<file path="src/http_upgrade_header_extractor_assert.svh">
// Assertion macros shared by the RTL of the upgrade header extractor.
`ifndef HTTP_UPGRADE_HEADER_EXTRACTOR_ASSERT_SVH
`define HTTP_UPGRADE_HEADER_EXTRACTOR_ASSERT_SVH

// Checked on every rising clock edge outside reset.
`define HUHE_ASSERT(lbl, prop, msg) \
  lbl: assert property (@(posedge clk_i) disable iff (!rst_ni) prop) else $error(msg);

// Checked on every rising clock edge, reset included.
`define HUHE_ASSERT_ALWAYS(lbl, prop, msg) \
  lbl: assert property (@(posedge clk_i) prop) else $error(msg);

`endif

</file>
<file path="src/huhe_pkg.sv">
package huhe_pkg;

  // Width of the internal request byte counter.
  localparam int CountBits = 16;
  localparam int LineBits  = 13;
  localparam int LenBits   = 16;

  localparam logic [LineBits-1:0] MaxLineReset = LineBits'(1024);

  // Result queue between the parser and the output side.
  localparam int FifoDepth = 4;
  localparam int PtrBits   = $clog2(FifoDepth);
  localparam int CntBits   = $clog2(FifoDepth + 1);

  localparam logic [7:0] ChColon = 8'h3A;
  localparam logic [7:0] ChSpace = 8'h20;
  localparam logic [7:0] ChCr    = 8'h0D;
  localparam logic [7:0] ChLf    = 8'h0A;

  // Header keys, lowercase, left aligned in a field of the longest key.
  localparam int KeyMaxLen = 17;
  localparam logic [8*KeyMaxLen-1:0] KeyUpgrade = {"upgrade", 80'h0};
  localparam logic [8*KeyMaxLen-1:0] KeyWsKey   = "sec-websocket-key";
  localparam logic [8*KeyMaxLen-1:0] KeyHost    = {"host", 104'h0};
  localparam logic [4:0] KeyUpgradeLen = 5'd7;
  localparam logic [4:0] KeyWsKeyLen   = 5'd17;
  localparam logic [4:0] KeyHostLen    = 5'd4;
  localparam logic [4:0] KeyPosMax     = 5'd31;

  typedef enum logic [3:0] {
    PH_METHOD    = 4'd0,
    PH_RESOURCE  = 4'd1,
    PH_REQREST   = 4'd2,
    PH_LINESTART = 4'd3,
    PH_KEY       = 4'd4,
    PH_SKIPSP    = 4'd5,
    PH_VALUE     = 4'd6,
    PH_IGNORE    = 4'd7,
    PH_FINAL     = 4'd8
  } phase_e;

  typedef enum logic [2:0] {
    KIND_METHOD     = 3'd0,
    KIND_RESOURCE   = 3'd1,
    KIND_UPGRADE    = 3'd2,
    KIND_WS_KEY     = 3'd3,
    KIND_HOST       = 3'd4,
    KIND_COMPLETE   = 3'd5,
    KIND_INCOMPLETE = 3'd6
  } kind_e;

  typedef struct packed {
    logic [7:0] data_byte;
    logic       buffer_end;
  } in_item_t;

  typedef struct packed {
    kind_e              kind;
    logic [7:0]         value_byte;
    logic               field_end;
    logic               truncated;
    logic [LenBits-1:0] request_length;
  } out_item_t;

  // True when the key character at position pos equals ch.
  function automatic logic key_hit(input logic [8*KeyMaxLen-1:0] str,
                                   input logic [4:0] len,
                                   input logic [4:0] pos,
                                   input logic [7:0] ch);
    logic [7:0] c;
    c = 8'h00;
    if (pos < len) begin
      c = str[8*(KeyMaxLen-1-int'(pos)) +: 8];
    end
    return (pos < len) && (c == ch);
  endfunction

endpackage

</file>
<file path="src/huhe_front.sv">
module huhe_front import huhe_pkg::*; (
  input  logic                clk_i,
  input  logic                rst_ni,
  input  logic                accept_i,
  input  in_item_t            item_i,
  input  logic [LineBits-1:0] max_line_i,
  output logic                res_valid_o,
  output out_item_t           res_o
);

  phase_e               phase_q, phase_d;
  logic [4:0]           key_pos_q, key_pos_d;
  logic [2:0]           cand_q, cand_d;
  logic [LineBits-1:0]  line_q, line_d;
  logic [CountBits-1:0] cnt_q, cnt_d;
  logic                 cut_q, cut_d;

  logic [7:0]           b;
  logic [7:0]           lc;
  logic                 is_lf, is_cr, is_sp, is_colon;
  logic                 in_line;
  logic                 done;
  logic [CountBits-1:0] cnt_inc;
  logic [32:0]          cnt_ext;
  kind_e                field_kind;

  assign b        = item_i.data_byte;
  assign lc       = (b >= "A" && b <= "Z") ? b + 8'd32 : b;
  assign is_lf    = (b == ChLf);
  assign is_cr    = (b == ChCr);
  assign is_sp    = (b == ChSpace);
  assign is_colon = (b == ChColon);
  assign in_line  = (line_q < max_line_i);
  assign cnt_inc  = (cnt_q != '1) ? cnt_q + 1'b1 : cnt_q;
  assign cnt_ext  = 33'(cnt_inc);
  assign done     = is_lf && (phase_q == PH_LINESTART || phase_q == PH_FINAL);
  assign field_kind = cand_q[0] ? KIND_UPGRADE : (cand_q[1] ? KIND_WS_KEY : KIND_HOST);

  // Next state.
  always_comb begin
    phase_d   = phase_q;
    key_pos_d = key_pos_q;
    cand_d    = cand_q;
    line_d    = line_q;
    cut_d     = cut_q;
    cnt_d     = cnt_inc;
    if (is_lf) begin
      phase_d   = PH_LINESTART;
      key_pos_d = '0;
      cand_d    = 3'b111;
      line_d    = '0;
      cut_d     = 1'b0;
    end else if (!in_line) begin
      cut_d = 1'b1;
      if (line_q != '1) begin
        line_d = line_q + 1'b1;
      end
    end else begin
      line_d = line_q + 1'b1;
      case (phase_q)
        PH_METHOD: begin
          if (is_sp) phase_d = PH_RESOURCE;
        end
        PH_RESOURCE: begin
          if (is_sp) phase_d = PH_REQREST;
        end
        PH_LINESTART, PH_KEY: begin
          if (phase_q == PH_LINESTART && is_cr) begin
            phase_d = PH_FINAL;
          end else if (is_colon) begin
            cand_d = 3'b000;
            if (cand_q[0] && key_pos_q == KeyUpgradeLen) cand_d = 3'b001;
            if (cand_q[1] && key_pos_q == KeyWsKeyLen)   cand_d = 3'b010;
            if (cand_q[2] && key_pos_q == KeyHostLen)    cand_d = 3'b100;
            phase_d = (cand_d != 3'b000) ? PH_SKIPSP : PH_IGNORE;
          end else if (is_cr) begin
            phase_d = PH_IGNORE;
          end else begin
            cand_d[0] = cand_q[0] && key_hit(KeyUpgrade, KeyUpgradeLen, key_pos_q, lc);
            cand_d[1] = cand_q[1] && key_hit(KeyWsKey, KeyWsKeyLen, key_pos_q, lc);
            cand_d[2] = cand_q[2] && key_hit(KeyHost, KeyHostLen, key_pos_q, lc);
            if (key_pos_q != KeyPosMax) key_pos_d = key_pos_q + 5'd1;
            phase_d = PH_KEY;
          end
        end
        PH_SKIPSP: begin
          if (is_cr) phase_d = PH_IGNORE;
          else if (!is_sp) phase_d = PH_VALUE;
        end
        PH_VALUE: begin
          if (is_cr) phase_d = PH_IGNORE;
        end
        default: begin
        end
      endcase
    end
    if (done || item_i.buffer_end) begin
      phase_d   = PH_METHOD;
      key_pos_d = '0;
      cand_d    = 3'b111;
      line_d    = '0;
      cnt_d     = '0;
      cut_d     = 1'b0;
    end
  end

  // Result of the byte.
  always_comb begin
    res_valid_o = 1'b0;
    res_o       = '0;
    res_o.truncated = cut_q;
    if (is_lf) begin
      case (phase_q)
        PH_METHOD: begin
          res_valid_o = 1'b1;
          res_o.kind = KIND_METHOD;
          res_o.field_end = 1'b1;
        end
        PH_RESOURCE: begin
          res_valid_o = 1'b1;
          res_o.kind = KIND_RESOURCE;
          res_o.field_end = 1'b1;
        end
        PH_SKIPSP, PH_VALUE: begin
          res_valid_o = 1'b1;
          res_o.kind = field_kind;
          res_o.field_end = 1'b1;
        end
        default: begin
        end
      endcase
    end else if (in_line) begin
      case (phase_q)
        PH_METHOD, PH_RESOURCE: begin
          res_valid_o = 1'b1;
          res_o.kind = (phase_q == PH_METHOD) ? KIND_METHOD : KIND_RESOURCE;
          if (is_sp) res_o.field_end = 1'b1;
          else res_o.value_byte = b;
        end
        PH_SKIPSP, PH_VALUE: begin
          if (!(phase_q == PH_SKIPSP && is_sp)) begin
            res_valid_o = 1'b1;
            res_o.kind = field_kind;
            if (is_cr) res_o.field_end = 1'b1;
            else res_o.value_byte = b;
          end
        end
        default: begin
        end
      endcase
    end
    if (done) begin
      res_valid_o = 1'b1;
      res_o = '0;
      res_o.kind = KIND_COMPLETE;
      res_o.request_length = (cnt_ext > 33'd65535) ? '1 : cnt_ext[LenBits-1:0];
    end else if (item_i.buffer_end) begin
      res_valid_o = 1'b1;
      res_o = '0;
      res_o.kind = KIND_INCOMPLETE;
    end
  end

  always_ff @(posedge clk_i or negedge rst_ni) begin
    if (!rst_ni) begin
      phase_q   <= PH_METHOD;
      key_pos_q <= '0;
      cand_q    <= 3'b111;
      line_q    <= '0;
      cnt_q     <= '0;
      cut_q     <= 1'b0;
    end else if (accept_i) begin
      phase_q   <= phase_d;
      key_pos_q <= key_pos_d;
      cand_q    <= cand_d;
      line_q    <= line_d;
      cnt_q     <= cnt_d;
      cut_q     <= cut_d;
    end
  end

endmodule

</file>
<file path="src/huhe_fifo.sv">
`include "http_upgrade_header_extractor_assert.svh"

module huhe_fifo import huhe_pkg::*; (
  input  logic      clk_i,
  input  logic      rst_ni,
  input  logic      push_i,
  input  out_item_t data_i,
  output logic      full_o,
  output logic      valid_o,
  input  logic      pop_i,
  output out_item_t data_o
);

  out_item_t            mem_q [FifoDepth];
  logic [PtrBits-1:0]   wr_q, rd_q;
  logic [CntBits-1:0]   cnt_q;
  logic                 do_push, do_pop;

  assign full_o  = (cnt_q == CntBits'(FifoDepth));
  assign valid_o = (cnt_q != '0);
  assign data_o  = mem_q[rd_q];
  assign do_push = push_i && !full_o;
  assign do_pop  = pop_i && valid_o;

  always_ff @(posedge clk_i) begin
    if (do_push) begin
      mem_q[wr_q] <= data_i;
    end
  end

  always_ff @(posedge clk_i or negedge rst_ni) begin
    if (!rst_ni) begin
      wr_q  <= '0;
      rd_q  <= '0;
      cnt_q <= '0;
    end else begin
      if (do_push) wr_q <= (wr_q == PtrBits'(FifoDepth - 1)) ? '0 : wr_q + 1'b1;
      if (do_pop)  rd_q <= (rd_q == PtrBits'(FifoDepth - 1)) ? '0 : rd_q + 1'b1;
      if (do_push && !do_pop) cnt_q <= cnt_q + 1'b1;
      else if (do_pop && !do_push) cnt_q <= cnt_q - 1'b1;
    end
  end

  `HUHE_ASSERT_ALWAYS(a_cnt_bound, !rst_ni || cnt_q <= CntBits'(FifoDepth), "queue count over depth")
  `HUHE_ASSERT(a_cnt_up, (do_push && !do_pop) |=> cnt_q == CntBits'($past(cnt_q) + 1'b1), "queue count did not grow")
  `HUHE_ASSERT(a_cnt_dn, (do_pop && !do_push) |=> cnt_q == CntBits'($past(cnt_q) - 1'b1), "queue count did not shrink")
  `HUHE_ASSERT(a_no_lost_push, push_i |-> !full_o, "result pushed into a full queue")

endmodule

</file>
<file path="src/http_upgrade_header_extractor.sv">
// HTTP upgrade header extractor. Takes one request byte per transaction and
// streams out the method and resource of the request line and the values of
// the upgrade, sec-websocket-key and host headers, each field closed by an
// end marker, then a completion result with the saturated request length at
// the blank line, or an incomplete result when the buffer ends early. A
// byte is classified in the cycle it is accepted, and its result, if any,
// enters a four-entry result queue that drives the output channel, so the
// block sustains one byte per clock and keeps taking bytes while results
// wait, stalling input only when the queue is full. The maximum line length
// register may be written only while idle.
`include "http_upgrade_header_extractor_assert.svh"

module http_upgrade_header_extractor import huhe_pkg::*; (
  input  logic                clk_i,
  input  logic                rst_ni,
  input  logic                in_valid_i,
  output logic                in_ready_o,
  input  in_item_t            in_data_i,
  output logic                out_valid_o,
  input  logic                out_ready_i,
  output out_item_t           out_data_o,
  input  logic                cfg_we_i,
  input  logic [LineBits-1:0] cfg_data_i
);

  logic [LineBits-1:0] max_line_q;
  logic                accept;
  logic                res_valid;
  out_item_t           res;
  logic                full;

  // A byte is taken whenever the queue has room for its possible result.
  assign in_ready_o = !full;
  assign accept     = in_valid_i && in_ready_o;

  always_ff @(posedge clk_i or negedge rst_ni) begin
    if (!rst_ni) begin
      max_line_q <= MaxLineReset;
    end else if (cfg_we_i) begin
      max_line_q <= cfg_data_i;
    end
  end

  // Front: per-byte parser and field classifier.
  huhe_front u_front (
    .clk_i       (clk_i),
    .rst_ni      (rst_ni),
    .accept_i    (accept),
    .item_i      (in_data_i),
    .max_line_i  (max_line_q),
    .res_valid_o (res_valid),
    .res_o       (res)
  );

  // Back: result queue feeding the output channel.
  huhe_fifo u_fifo (
    .clk_i   (clk_i),
    .rst_ni  (rst_ni),
    .push_i  (accept && res_valid),
    .data_i  (res),
    .full_o  (full),
    .valid_o (out_valid_o),
    .pop_i   (out_ready_i),
    .data_o  (out_data_o)
  );

  `HUHE_ASSERT(a_marker_zero, (out_valid_o && out_data_o.field_end) |-> out_data_o.value_byte == 8'h00, "end marker carries a byte")
  `HUHE_ASSERT(a_len_only_done, (out_valid_o && out_data_o.kind != KIND_COMPLETE) |-> out_data_o.request_length == '0, "length on a non-completion result")
  `HUHE_ASSERT(a_cfg_reg, cfg_we_i |=> max_line_q == $past(cfg_data_i), "line length register not written")

endmodule

</file>
<file path="config.mk">
export PLATFORM = sky130hd
export DESIGN_NAME = http_upgrade_header_extractor
export DESIGN_NICKNAME = d
export VERILOG_FILES = /design/src/huhe_pkg.sv /design/src/huhe_front.sv /design/src/huhe_fifo.sv /design/src/http_upgrade_header_extractor.sv
export VERILOG_INCLUDE_DIRS = /design/src /design/src/src
export SDC_FILE = /design/constraint.sdc
export NUM_CORES = 1
export LEC_CHECK = 0
export BUFFER_PORTS_ARGS = -buffer_cell sky130_fd_sc_hd__buf_2
export CELL_PAD_IN_SITES_DETAIL_PLACEMENT = 0
export CELL_PAD_IN_SITES_GLOBAL_PLACEMENT = 2
export CORE_MARGIN = 2
export CORE_UTILIZATION = 32
export DETAILED_ROUTE_END_ITERATION = 10
export PLACE_DENSITY = 0.76
export SYNTH_ARGS = -nofsm -noshare
export SYNTH_HDL_FRONTEND = slang
export SYNTH_SLANG_ARGS = --single-unit
</file>
<file path="constraint.sdc">
create_clock -name clk_i -period 6.06 [get_ports clk_i]
set_input_delay 0.303 -clock clk_i [delete_from_list [all_inputs] [get_ports clk_i]]
set_output_delay 0.303 -clock clk_i [all_outputs]
set_load 0.005 [all_outputs]
</file>
# Yosys cells after proc, flatten, opt, wreduce, memory -nomap -nowiden
# Memory sizes are Yosys's and may differ from the RTL's.
# Cells that the tools add are included.
[word_totals]
register_bits = 62
latchBits = 0
ramBits = 116
mem_bits_ro = 0
out_inout_bits = 31
wordCells = 200
memories = 1
[mem_list]
columns = ["name", "words", "width", "read_ports", "rd_ports_with_merged_regs", "wr", "line", "text"]
rows = [
  ["u_fifo.mem_q", 4, 29, 1, 0, 1, "huhe_fifo.sv:14", "out_item_t mem_q [FifoDepth];"],
]
[op_classes]
n_addsub = 9
n_mul = 0
div_mod_pow = 0
n_lt_le_gt_ge = 7
eq_ne = 31
shift = 3
muxes = 97
bitwise = 0
reduce_logical = 42
[ops]
columns = ["op", "count"]
rows = [
  ["$shiftx 136x32->8 const A", 3],
  ["$mux 8", 25],
  ["$mux 29", 2],
  ["$mux 3", 18],
  ["$mux 13", 4],
  ["$mux 16", 3],
  ["$mux 4", 10],
  ["$mux 5", 8],
  ["$eq 8x8->1", 3],
  ["$mux 12", 2],
  ["$pmux 12 s2", 1],
  ["$pmux 4 s5", 1],
  ["$logic_and 1x1->1", 19],
  ["$add 16x1->16 const B", 1],
  ["$eq 8x4->1 const B", 2],
  ["$eq 8x6->1 const B", 2],
  ["$gt 16x16->1 const B", 1],
  ["$mux 1", 16],
  ["$ne 16x16->1 const B", 1],
  ["$reduce_bool 3->1", 5],
  ["$reduce_and 7->1", 2],
  ["$add 13x1->13 const B", 1],
  ["$lt 13x13->1", 1],
  ["$ne 13x13->1 const B", 1],
  ["other kinds (36)", 57],
]

# Depth between registers and ports, before layout
# Gate-level depths: netlist (run 1).
[logic_depth]
ltp_word = 19
ltp_mapped = 14
ltp_nobuf = 14

# Modules after synthesis
# From an unflattened synthesis (run 1), not the netlist that was laid out.
[unflattened]
cells_unflattened = 843
area_unflattened_um2 = 9959.6
[by_module_without_submodules]
columns = ["module", "n_inst", "cells_each", "area_per_inst_um2", "seq_area_each_um2"]
rows = [
  ["huhe_front", 1, 625, 4754.6, 1054.8],
  ["huhe_fifo", 1, 188, 4664.5, 3658.5],
  ["http_upgrade_header_extractor", 1, 30, 540.5, 326.6],
]

# Worst setup path before layout (run 1)
# OpenSTA, ideal clock, no wires.
[synth_path]
kind = "reg2reg"
start = "register max_line_q[10]"
end = "memory u_fifo.mem_q[0][0] (netlist bit) (enable)"
arrival_time_ps = 2875
t_required_ps = 5671
slack_ps = 2796
path_stages_with_launch = 10
n_path_buf = 0
period_less_slack_ps = 3264
path_cell_list = "dfstp_2 inv_1 ha_1 a21o_1 a21o_1 a21oi_1 o31ai_1 nor3_1 o21a_1 and2_1"
[synth_via]
elab_chain_cells = 9
[synth_lines]
columns = ["element", "line", "text"]
rows = [
  ["start: declaration", "http_upgrade_header_extractor.sv:26", "logic [LineBits-1:0] max_line_q;"],
  ["start signal: assignment", "http_upgrade_header_extractor.sv:38", "max_line_q <= MaxLineReset;"],
  ["start signal: assignment", "http_upgrade_header_extractor.sv:40", "max_line_q <= cfg_data_i;"],
  ["$lt 13x13->1", "huhe_front.sv:33", "assign in_line = (line_q < max_line_i);"],
  ["$mux 1", "huhe_front.sv:132", "end else if (in_line) begin"],
  ["$mux 1", "huhe_front.sv:112", "if (is_lf) begin"],
  ["$mux 1", "huhe_front.sv:157", "end else if (item_i.buffer_end) begin"],
  ["$mux 1", "huhe_front.sv:152", "if (done) begin"],
  ["$logic_and 1x1->1", "http_upgrade_header_extractor.sv:59", ".push_i (accept && res_valid),"],
  ["$logic_and 1x1->1", "huhe_fifo.sv:22", "assign do_push = push_i && !full_o;"],
  ["net u_fifo.do_push", "huhe_fifo.sv:17", "logic do_push, do_pop;"],
  ["$mux 1", "huhe_fifo.sv:26", "if (do_push) begin"],
  ["$mux 1 (implied by the code)", "huhe_fifo.sv:27", "mem_q[wr_q] <= data_i;"],
  ["end: declaration", "huhe_fifo.sv:14", ""],
]
# The timed path passes the listed nets, and every way through them passes these cells.

# Worst setup path after layout (run 1)
[layout_path]
start = "register u_front.key_pos_q[0]"
end = "register u_front.cand_q[0]"
[layout_via]
elab_chain_cells = 19
elab_cells_between_ends = 34
cone_classes = "1 x add/sub; 1 x order compare; 4 x eq/ne; 1 x shift; 22 x mux; 5 x reduce/logical"
[layout_lines]
columns = ["element", "line", "text"]
rows = [
  ["start: declaration", "huhe_front.sv:12", "logic [4:0] key_pos_q, key_pos_d;"],
  ["start signal: assignment", "huhe_front.sv:174", "key_pos_q <= key_pos_d;"],
  ["$sub 5x5->6", "huhe_pkg.sv:73", "c = str[8*(KeyMaxLen-1-int'(pos)) +: 8];"],
  ["$shiftx 136x32->8", "huhe_pkg.sv:73", ""],
  ["$mux 8", "huhe_pkg.sv:72", "if (pos < len) begin"],
  ["$mux 8", "huhe_front.sv:76", "end else if (is_cr) begin"],
  ["$mux 8", "huhe_front.sv:70", "end else if (is_colon) begin"],
  ["$mux 8", "huhe_front.sv:68", "if (phase_q == PH_LINESTART && is_cr) begin"],
  ["$mux 8", "huhe_front.sv:60", "case (phase_q)"],
  ["$mux 8", "huhe_front.sv:53", "end else if (!in_line) begin"],
  ["[... 3 more ...]", "n/a", ""],
  ["$logic_and 1x1->1", "huhe_front.sv:79", "cand_d[0] = cand_q[0] && key_hit(KeyUpgrade, KeyUpgradeLen, key_pos_q, lc);"],
  ["$mux 3", "huhe_front.sv:76", ""],
  ["$mux 3 *", "huhe_front.sv:70", ""],
  ["$mux 3 *", "huhe_front.sv:68", ""],
  ["$mux 3 *", "huhe_front.sv:60", ""],
  ["$mux 3 *", "huhe_front.sv:53", ""],
  ["$mux 3 *", "huhe_front.sv:47", "if (is_lf) begin"],
  ["$mux 3 *", "huhe_front.sv:97", "if (done || item_i.buffer_end) begin"],
  ["end signal: assignment", "huhe_front.sv:175", "cand_q <= cand_d;"],
  ["end: declaration", "huhe_front.sv:13", "logic [2:0] cand_q, cand_d;"],
]
# Every way passes the cells marked *; elsewhere a longest branch is shown, timed or not. The select of a mux whose other input is x is not followed.
# A chain may end at the register's enable or synchronous reset.

==> metrics.cfg, run 1 <==
[run_status]
status = finished, final reports clean

[logic_synthesis]
synth_cell_type_count = 77
synth_most_common_cell = edfxtp_1
synth_ff_type = edfxtp_1
synthDominantCellAreaShare = 0.364
synth_commonest_cells = edfxtp_1 (116), nand2_1 (76), nor2_1 (62)
netlist_instances = 840
ys_async_sr_fraction = 0.348
syn_area_sq_um = 9570
syn_nets = 893
ys_ff_latch = 178
synth-edff-count = 116
syn_area_per_cell_sq_um = 11.4
yosys_warnings = 0
yosys.area.top_type = edfxtp_1
yosys-top-cells-area = edfxtp_1 (36%), dfrtp_1 (15%), mux4_2 (6.8%)
seq_area_frac_synth = 0.527

[sta]
setup_tns_ps = 0
finalSetupViolations = 0
fin_skew_ps = 16.2
relSlewSlack = 0.317
rsz0062_at_grt = no
tightest_slew_ps = 1020
post-route-period-util = 0.669
clock.fmax_mhz = 246
drv_slew = 0
finalHoldViolations = 0
min_period_ps = 4060

[worst_setup_path]
start_kind = flip-flop
worst_ep_required_time_ps = 6420
arrival_ps = 4420
end_kind = flip-flop
path_max_fanout = 22
criticalPathCategory = reg2reg

[floorplan]
die_area_sq_um = 31300
core-area_sq_um = 29600
initial_core_util = 0.324
rows = 63
die_w_um = 177
pin_count = 58
die_h_um = 177

[cts]
postCtsHoldBufs = 0
insertion_delay_ps = 440
cts_tree = built
clock_tree.buffer_depth = 2
h-tree-depth = 4
cts-resized-gates = 0
cts_root_buffer = clkbuf_16
cts.sinks = 178
path_clk_slew_ps = 80
postCtsSetupRepairBufs = 0
cts-buffers-inserted = 17

[power]
pwr-share-comb = 0.378
power.static_leakage_nw = 4.06
seqPwrFrac = 0.380
ir_drop_mv = 0.193
switching_share = 0.380
power_density_nw_per_um2 = 446
p_int_mw = 3.00
power_frac_clock = 0.242
switching_power_mw = 1.84

[detailed_routing]
first_iter_violations = 513
drt-total-wl_um = 22800
vias = 6776
dr.pass1.iters = 5
ant_nets = 0
post_drt_wl_per_cell_um = 17.9
route.detailed.drc = 0
viasPerCell = 5.30

[placement]
dp_hpwl_um = 15200
port_buffers = 57
gp_congestion = 0.787

[cells_and_area]
diodes = 0
syn2layout_area_growth_pct = 13.3
final_nets = 928
utilization = 0.367
drive_gt1_frac = 0.178

[global_route]
grt_max_degree = 63
grt_pass1_vias = 6754
antenna_found_initial = 0
gr-total-overflow = 0
grt_use_total = 0.151
grt_pass1_wl_um = 37100

[flow_run]
drv_cap = 0

[min_path]
hold_path.class = in2async

[final cells by class]
| class | count | area [sq um] |
|---|---|---|
| sequential | 178 | 5040 |
| tap | 390 | 488 |
| multi-input combinational | 583 | 4210 |
| clock buffer | 17 | 425 |
| fill | 2912 | 18700 |
| clock inverter | 15 | 208 |
| inverter | 27 | 101 |
| timing repair buffer | 68 | 368 |
[cells in the final DEF (no fill, tap or decap), types with 8 or more instances in the layout]
cell       netlist  layout
nor3_1          21      21
nand2_1         76      76
xnor2_1         15      15
buf_4            0      11
nor4_1          10      10
mux4_2          29      29
o31ai_1         12      12
xor2_1          12      12
ha_1            25      25
a21o_1          14      14
dfrtp_1         58      57
nand2b_1         9       9
buf_2            9      57
edfxtp_1       116     116
nand4_1         15      15
inv_1           26      26
nor2_1          62      62
mux2i_1         10      10
a21oi_1         49      49
o21ai_0         40      40
clkbuf_16        0      17
or3_1            8       8
nand3_1         20      20
and2_1          15      15
mux2_2           9       9
and3_1           9       9
a31oi_1          9       9
[through the flow]
stage / hold slack (ps) / instance area [sq um] / setup WS (ps) / cells / power [mW]
floorplan: 7.41 / 9570 / 2800 / 840 / 3.14
finish: 61.3 / 10800 / 2000 / 1278 / 4.84
global route: 53.8 / 10800 / 1560 / 1278 / 5.17
CTS: 53.5 / 10800 / 2000 / 1278 / 4.88
detailed placement: 483 / 10200 / 2090 / 1246 / 3.70
global placement: 474 / 10200 / 2300 / 1246 / 3.70
[worst paths after layout]
path / startpoint / cells past startpoint / endpoint / slack [ps]
max: u_front.key_pos_q[0] / 9 / u_front.cand_q[0] / 2000
min: rst_ni / 2 / max_line_q[6] / 60
max reg2reg: u_front.key_pos_q[0] / 9 / u_front.cand_q[0] / 2000
min reg2reg: u_front.cut_q / 2 / u_front.cut_q / 500
max in group asynchronous: rst_ni / 2 / u_fifo.rd_q[0] / 5310
min in group clk_i: cfg_data_i[5] / 3 / max_line_q[5] / 70
[metal layers]
layer | routed length [um] | global-route usage | vias to the layer above | share of wire
met5 | 0 | 0 | - | 0
met4 | 231 | 0.0372 | 0 | 0.010
met3 | 663 | 0.0200 | 15 | 0.029
met2 | 10800 | 0.249 | 146 | 0.47
met1 | 11100 | 0.210 | 3348 | 0.49
li1 | - | - | 3267 | -
[power groups by stage]
stage,combinational [mW],sequential (mW),clock [mW]
after CTS,1.84,1.84,1.20
after detailed placement,1.83,1.87,0
after global routing,2.04,1.88,1.26
final,1.83,1.84,1.17
after global placement,1.84,1.86,0
after floorplan,1.46,1.68,0
[sequential cells by signal, indices dropped and copies added, names as in the netlist, 3 cells and up]
| signal | flops |
|---|---|
| u_front.phase_q | 4 |
| u_front.key_pos_q | 5 |
| u_front.cand_q | 3 |
| u_front.cnt_q | 16 |
| max_line_q | 13 |
| u_front.line_q | 13 |
| u_fifo.cnt_q | 3 |
| u_fifo.mem_q | 116 |
[logic make-up (layout without fill, tap and decap cells)]
logic type                 Yosys count  in the layout  share of synthesized area
xor gates and xnor gates            27             27                     0.0247
AOI/OAI and AO/OA                  200            200                      0.141
and+or+nand+nor                    281            281                      0.149
DFF                                178            178                      0.527
muxes                               48             48                     0.0893
buffers and inverters               79            127                     0.0330
adders and majority gates           27             27                     0.0358
[critical path: stages (launching register included)]
cell and delay, ps:
dfrtp_1 820, inv_1 310, ha_1 540, xnor2_1 640
o2111ai_1 290, a211oi_2 370, xor2_1 100, a2111oi_0 450
o221ai_1 250, a31oi_1 210
Power figures use the tool's default switching activity.
==> run 2: changes to the inputs <==
Settings changed: PLACE_DENSITY 0.76 to 0.79.
Clock period 6.06 ns to 3.5 ns, I/O delays scaled along.
==> metrics.cfg, run 2 (synthesis gave the netlist of run 1 again) <==
[cts]
cts.sinks = 178  ; unchanged
insertion_delay_ps = 430  ; about the same
postCtsSetupRepairBufs = 0  ; unchanged
cts-buffers-inserted = 17  ; unchanged
path_clk_slew_ps = 80  ; about the same
cts_tree = built
h-tree-depth = 4  ; unchanged
cts_root_buffer = clkbuf_16
clock_tree.buffer_depth = 2  ; unchanged

[detailed_routing]
vias = 6907  ; +1.9%
dr.pass1.iters = 5  ; unchanged
viasPerCell = 5.23  ; -1.3%
drt-total-wl_um = 23200  ; +1.6%
route.detailed.drc = 0  ; unchanged
post_drt_wl_per_cell_um = 17.6  ; -1.6%
ant_nets = 0  ; unchanged
first_iter_violations = 408  ; -20%

[worst_setup_path]
end_kind = flip-flop
arrival_ps = 3540  ; -880 ps
reg2reg_slack_ps = 270  ; -1730 ps
worstSetupStartpoint = u_front.line_q[2]
reg2reg_to = u_fifo.cnt_q[1]
start_kind = flip-flop
r2r-start = u_front.line_q[2]
r2r_cells = 11  ; +2
worst_ep_required_time_ps = 3820  ; -2600 ps
criticalPathCategory = reg2reg
path_max_fanout = 7  ; -68%
crit_end = u_fifo.cnt_q[1]

[cells_and_area]
fillers = 2901  ; -0.38%
syn2layout_area_growth_pct = 17.7
fin_area_sq_um = 11300  ; +3.8%
stdcell_count = 1320  ; +3.3%
reg.largest.list = u_fifo.mem_q x116, u_front.cnt_q x16
final_nets = 970  ; +4.5%
drive_gt1_frac = 0.201  ; +0.0231
diodes = 0  ; unchanged
largest_register = u_fifo.mem_q
largest_reg_flops = 116  ; unchanged
layout_common_cells = edfxtp_1 (116), nand2_1 (76), nor2_1 (62)
final_common_cell = edfxtp_1

[min_path]
whs_path_depth = 3
hold_path.class = in2reg

[sta]
post-route-period-util = 0.922  ; +0.253
finalSetupViolations = 0  ; unchanged
fin_skew_ps = 13.9  ; -2.24 ps
tightest_slew_ps = 882  ; -142 ps
holdWs_ps = 174  ; +113 ps
min_period_ps = 3230  ; -829 ps
finalHoldViolations = 0  ; unchanged
clock.fmax_mhz = 310  ; +26%
relSlewSlack = 0.412  ; +0.0950
setup_tns_ps = 0  ; unchanged
drv_slew = 0  ; unchanged

[power]
ir_drop_mv = 0.335  ; +73%
power_density_nw_per_um2 = 776  ; +74%
power.static_leakage_nw = 4.27  ; +5.3%

[flow_run]
drv_cap = 0  ; unchanged

[floorplan]
die_w_um = 177  ; unchanged
die_h_um = 177  ; unchanged
core-area_sq_um = 29600  ; unchanged
pin_count = 58  ; unchanged
rows = 63  ; unchanged
initial_core_util = 0.324  ; unchanged
die_area_sq_um = 31300  ; unchanged

[placement]
place_area_sq_um = 10500  ; +2.5%
dp_hpwl_um = 16000  ; +4.9%
port_buffers = 57  ; unchanged
dp_cells = 1274  ; +2.2%
gp_congestion = 0.827  ; +5.1%

[global_route]
grt_pass1_wl_um = 38100  ; +2.7%
grt_max_degree = 63  ; unchanged
antenna_found_initial = 0  ; unchanged
gr-total-overflow = 0  ; unchanged
grt_pass1_vias = 6813  ; +0.87%
grt_use_total = 0.155  ; +0.00375

[run_status]
status = finished, final reports clean

==> run 2: repair_timing <==
item	CTS	global route
endpoints found under the setup margin	0	2
hold buffers	14	0
resized for setup	0	1
hold endpoints to repair	68	0
==> run 2: area by class of cell <==
cell class,instances,area [sq um],share of cell area
clock buffers,17,425,0.0378
clock inverters,15,218,0.0193
repair buffers,110,768,0.0682
flip-flops and latches,178,5040,0.448
inverters,27,101,0.00900
well taps,390,488,0.0433
multi-input cells,583,4220,0.374
==> run 2: through the flow <==
stage | total power [mW] | setup slack [ps] | utilization
2_1_floorplan | 5.44 | 236 | -
3_3_place_gp | 6.71 | 277 | 0.354
3_5_place_dp | 6.74 | 221 | 0.354
4_1_cts | 8.82 | 187 | 0.381
5_1_grt | 9.34 | -0.748 | 0.381
6_report | 8.73 | 272 | 0.381
==> run 2: how the worst min path moves through the flow <==
stage | from | endpoint | slack (ps)
CTS | cfg_we_i | max_line_q[3] | 170
floorplan | rst_ni | max_line_q[0] | -120
detailed placement | cfg_data_i[3] | max_line_q[3] | 390
global route | out_ready_i | u_fifo.rd_q[0] | 200
global placement | cfg_data_i[11] | max_line_q[11] | 390
finish | cfg_we_i | max_line_q[3] | 170
==> run 2: worst max-delay path, cell delays in order, from the launching register on <==
cell     delay [ps]
dfrtp_1         440
ha_1            310
nand2_1          40
o21ai_0         160
a31oi_1         160
o31ai_1         630
nor3_2          120
o21a_1          270
ha_1            230
inv_1            70
fa_1            400
mux2_2          270
==> run 2: per-layer routing <==
metal	wire, um	GRT usage
met2	11000	0.253
met1	11300	0.215
met5	0	0
met4	153	0.0334
met3	772	0.0262
==> run 2: power breakdown <==
part | internal [mW] | switching, mW | total (mW)
logic | 1.67 | 2.02 | 3.69
registers | 2.73 | 0.263 | 2.99
clock network | 1.06 | 0.993 | 2.05
==> run 3: changes to the inputs <==
Settings changed: CORE_UTILIZATION 32 to 38, PLACE_DENSITY 0.79 to unset, PLACE_DENSITY_LB_ADDON set to 0.12, SYNTH_HIERARCHICAL set to 1.
==> metrics.cfg, run 3 <==
[logic_synthesis]
synth_most_common_cell = edfxtp_1
syn_area_per_cell_sq_um = 11.8  ; +3.7%
ys_ff_latch = 178  ; unchanged
yosys-top-cells-area = edfxtp_1 (35%), dfrtp_1 (15%), mux4_2 (6.6%)
netlist_instances = 843  ; +0.36%
synth_ff_type = edfxtp_1
yosys.area.top_type = edfxtp_1
synthDominantCellAreaShare = 0.350  ; -0.0144
syn_area_sq_um = 9960  ; +4.1%
yosys_warnings = 6  ; +6
syn_nets = 896  ; +0.34%
synth-edff-count = 116  ; unchanged
ys_async_sr_fraction = 0.348  ; unchanged
synth_commonest_cells = edfxtp_1 (116), nand2_1 (61), nor2_1 (59)
seq_area_frac_synth = 0.506  ; -0.0209
synth_cell_type_count = 97  ; +26%

[worst_setup_path]
critPathMaxStageDelay_ps = 540  ; -90 ps
path_max_fanout = 3  ; -4
reg2reg_to = u_fifo/cnt_q[2]
criticalPathCategory = reg2reg
end_kind = flip-flop
cpLargestDelayFamily = compound AO/OA/AOI/OAI gates
cp_cell_sequence = inv_2, ha_4, a21o_1, a21o_1, a21oi_2, o31ai_4, nor2_2, a21oi_2, o31ai_1, and3b_1, nor2b_4, ha_4, inv_2, fa_2, xor2_1, nor2_1, xor2_1
r2r_cells = 17  ; +6
cpMaxStageDelayCell = dfstp_2
reg2reg_slack_ps = 190  ; -80 ps
start_kind = flip-flop
worst_ep_required_time_ps = 3850  ; +30 ps
critPathBufInv = 2  ; +1
arrival_ps = 3650  ; +110 ps
r2r-start = max_line_q[10]

[min_path]
whs_path_depth = 3  ; unchanged
hp-start = out_ready_i
hold_end = u_fifo/rd_q[1]
hold_path.class = in2reg

[floorplan]
rows = 59  ; -6.3%
die_w_um = 166  ; -6.2%
initial_core_util = 0.384  ; +0.0608
pin_count = 58  ; unchanged
die_area_sq_um = 27500  ; -12%
die_h_um = 166  ; -6.2%
core-area_sq_um = 25900  ; -12%

[sta]
clock.fmax_mhz = 303  ; -2.3%
fin_skew_ps = 19.1  ; +5.18 ps
drv_slew = 0  ; unchanged
relSlewSlack = 0.255  ; -0.157
post-route-period-util = 0.944  ; +0.0221
tightest_slew_ps = 1120  ; +236 ps
holdWs_ps = 132  ; -41.5 ps
finalHoldViolations = 0  ; unchanged
finalSetupViolations = 0  ; unchanged
min_period_ps = 3310  ; +77.2 ps
rsz0062_at_grt = yes

[placement]
gp_congestion = 0.806  ; -2.5%
port_buffers = 57  ; unchanged
dp_cells = 1213  ; -4.8%
dp_hpwl_um = 16400  ; +2.5%

[global_route]
grt_pass1_vias = 7291  ; +7.0%
grt_max_degree = 35  ; -44%
antenna_found_initial = 0  ; unchanged
grt_use_total = 0.177  ; +0.0227
gr-total-overflow = 0  ; unchanged
grt_pass1_wl_um = 39100  ; +2.6%

[cts]
insertion_delay_ps = 430  ; about the same
h-tree-depth = 4  ; unchanged
cts_root_buffer = clkbuf_16
cts.sinks = 178  ; unchanged
cts_tree = built
cts-buffers-inserted = 17  ; unchanged
clock_tree.buffer_depth = 2  ; unchanged
path_clk_slew_ps = 70  ; about the same

[power]
power_density_nw_per_um2 = 683  ; -12%
ir_drop_mv = 0.361  ; +7.7%
power.total_mw = 7.80  ; -11%
power.static_leakage_nw = 4.31  ; +0.76%

[detailed_routing]
dr.pass1.iters = 5  ; unchanged
drt-total-wl_um = 23900  ; +3.1%
vias = 7031  ; +1.8%
ant_nets = 0  ; unchanged
post_drt_wl_per_cell_um = 18.9  ; +7.8%
route.detailed.drc = 0  ; unchanged
first_iter_violations = 366  ; -10%
viasPerCell = 5.57  ; +6.4%

[cells_and_area]
final_common_cell = edfxtp_1
largest_reg_flops = 116  ; unchanged
final-seq-area_sq_um = 5040  ; about the same
reg.largest.list = u_fifo/mem_q x116, u_front/cnt_q x16
stdcell_count = 1263  ; -4.3%
final_nets = 968  ; -0.21%
multi_input_comb_area_sq_um = 4510  ; +7.0%
drive_gt1_frac = 0.239  ; +0.0381
syn2layout_area_growth_pct = 14.7
diodes = 0  ; unchanged
fillers = 2386  ; -18%
largest_register = u_fifo/mem_q
layout_common_cells = edfxtp_1 (116), nand2_1 (61), nor2_1 (58)

[flow_run]
drv_cap = 0  ; unchanged

[run_status]
status = finished, final reports clean

==> run 3: cell count changes after synthesis, moves of 9 or more <==
cell	before	now
buf_6	1	14
mux2_4	0	14
clkbuf_1	37	17
nand3_1	20	29
nand2_1	76	61
inv_1	26	37
==> run 3: logic make-up after synthesis <==
group,count (synthesis),share of synthesized area
buf+inv,89,0.0476
xor+xnor,28,0.0273
simple gates,282,0.158
fa+ha+maj,26,0.0334
compound gates,185,0.128
flops,178,0.506
mux,55,0.0996
==> run 3: tightest hold or removal path, delay by kind of cell <==
family        cells  cell delay, ps
mux               1             150
simple gates      1              90
buf+inv           1             110
==> run 3: area by class of cell <==
cell class,count,share of cell area
sequential,178,0.441
multi-input combinational,576,0.395
timing repair buffer,103,0.0626
clock buffer,18,0.0376
tap,335,0.0367
clock inverter,14,0.0141
inverter,39,0.0128
==> run 3: how the worst max path moves through the flow <==
stage | slack [ps] | start | to | cells past startpoint
after floorplan | 80 | max_line_q[10] | u_fifo/cnt_q[2] | 18
after global placement | 130 | max_line_q[10] | u_fifo/cnt_q[2] | 17
after detailed placement | -10 | max_line_q[10] | u_fifo/cnt_q[2] | 17
after CTS | 4 | max_line_q[10] | u_fifo/cnt_q[2] | 17
after global routing | -110 | max_line_q[10] | u_fifo/cnt_q[2] | 17
final | 190 | max_line_q[10] | u_fifo/cnt_q[2] | 17
==> run 3: repair_timing <==
item,4_1_cts,5_1_grt
gates cloned,0,0
setup endpoints to repair,1,2
pin swaps,0,13
hold buffers,14,0
setup buffers,0,4
gates resized for setup,2,11
hold endpoints to repair,44,0
==> run 3: per-stage QoR <==
step | worst slack (ps) | cell area (sq um) | TNS, ps | utilization
floorplan | 77.8 | 9960 | 0 | -
global placement | 125 | 10600 | 0 | 0.409
detailed placement | -12.7 | 10600 | -12.7 | 0.409
CTS | 3.88 | 11300 | 0 | 0.438
global route | -114 | 11400 | -114 | 0.441
finish | 194 | 11400 | 0 | 0.441
==> run 3: power by group <==
group | leakage, nW | internal [mW] | switching [mW] | total (mW)
sequential | 1.88 | 2.73 | 0.341 | 3.07
clock | 0.284 | 0.960 | 0.903 | 1.86
combinational | 2.14 | 1.38 | 1.48 | 2.86
total | 4.31 | 5.07 | 2.73 | 7.80
==> run 3: layer usage <==
| layer | vias up | track usage | wire (um) |
|---|---|---|---|
| li1 | 3336 | - | - |
| met3 | 27 | 0.0253 | 564 |
| met4 | 0 | 0.0518 | 438 |
| met2 | 114 | 0.317 | 12500 |
| met1 | 3554 | 0.224 | 10500 |
| met5 | - | 0 | 0 |
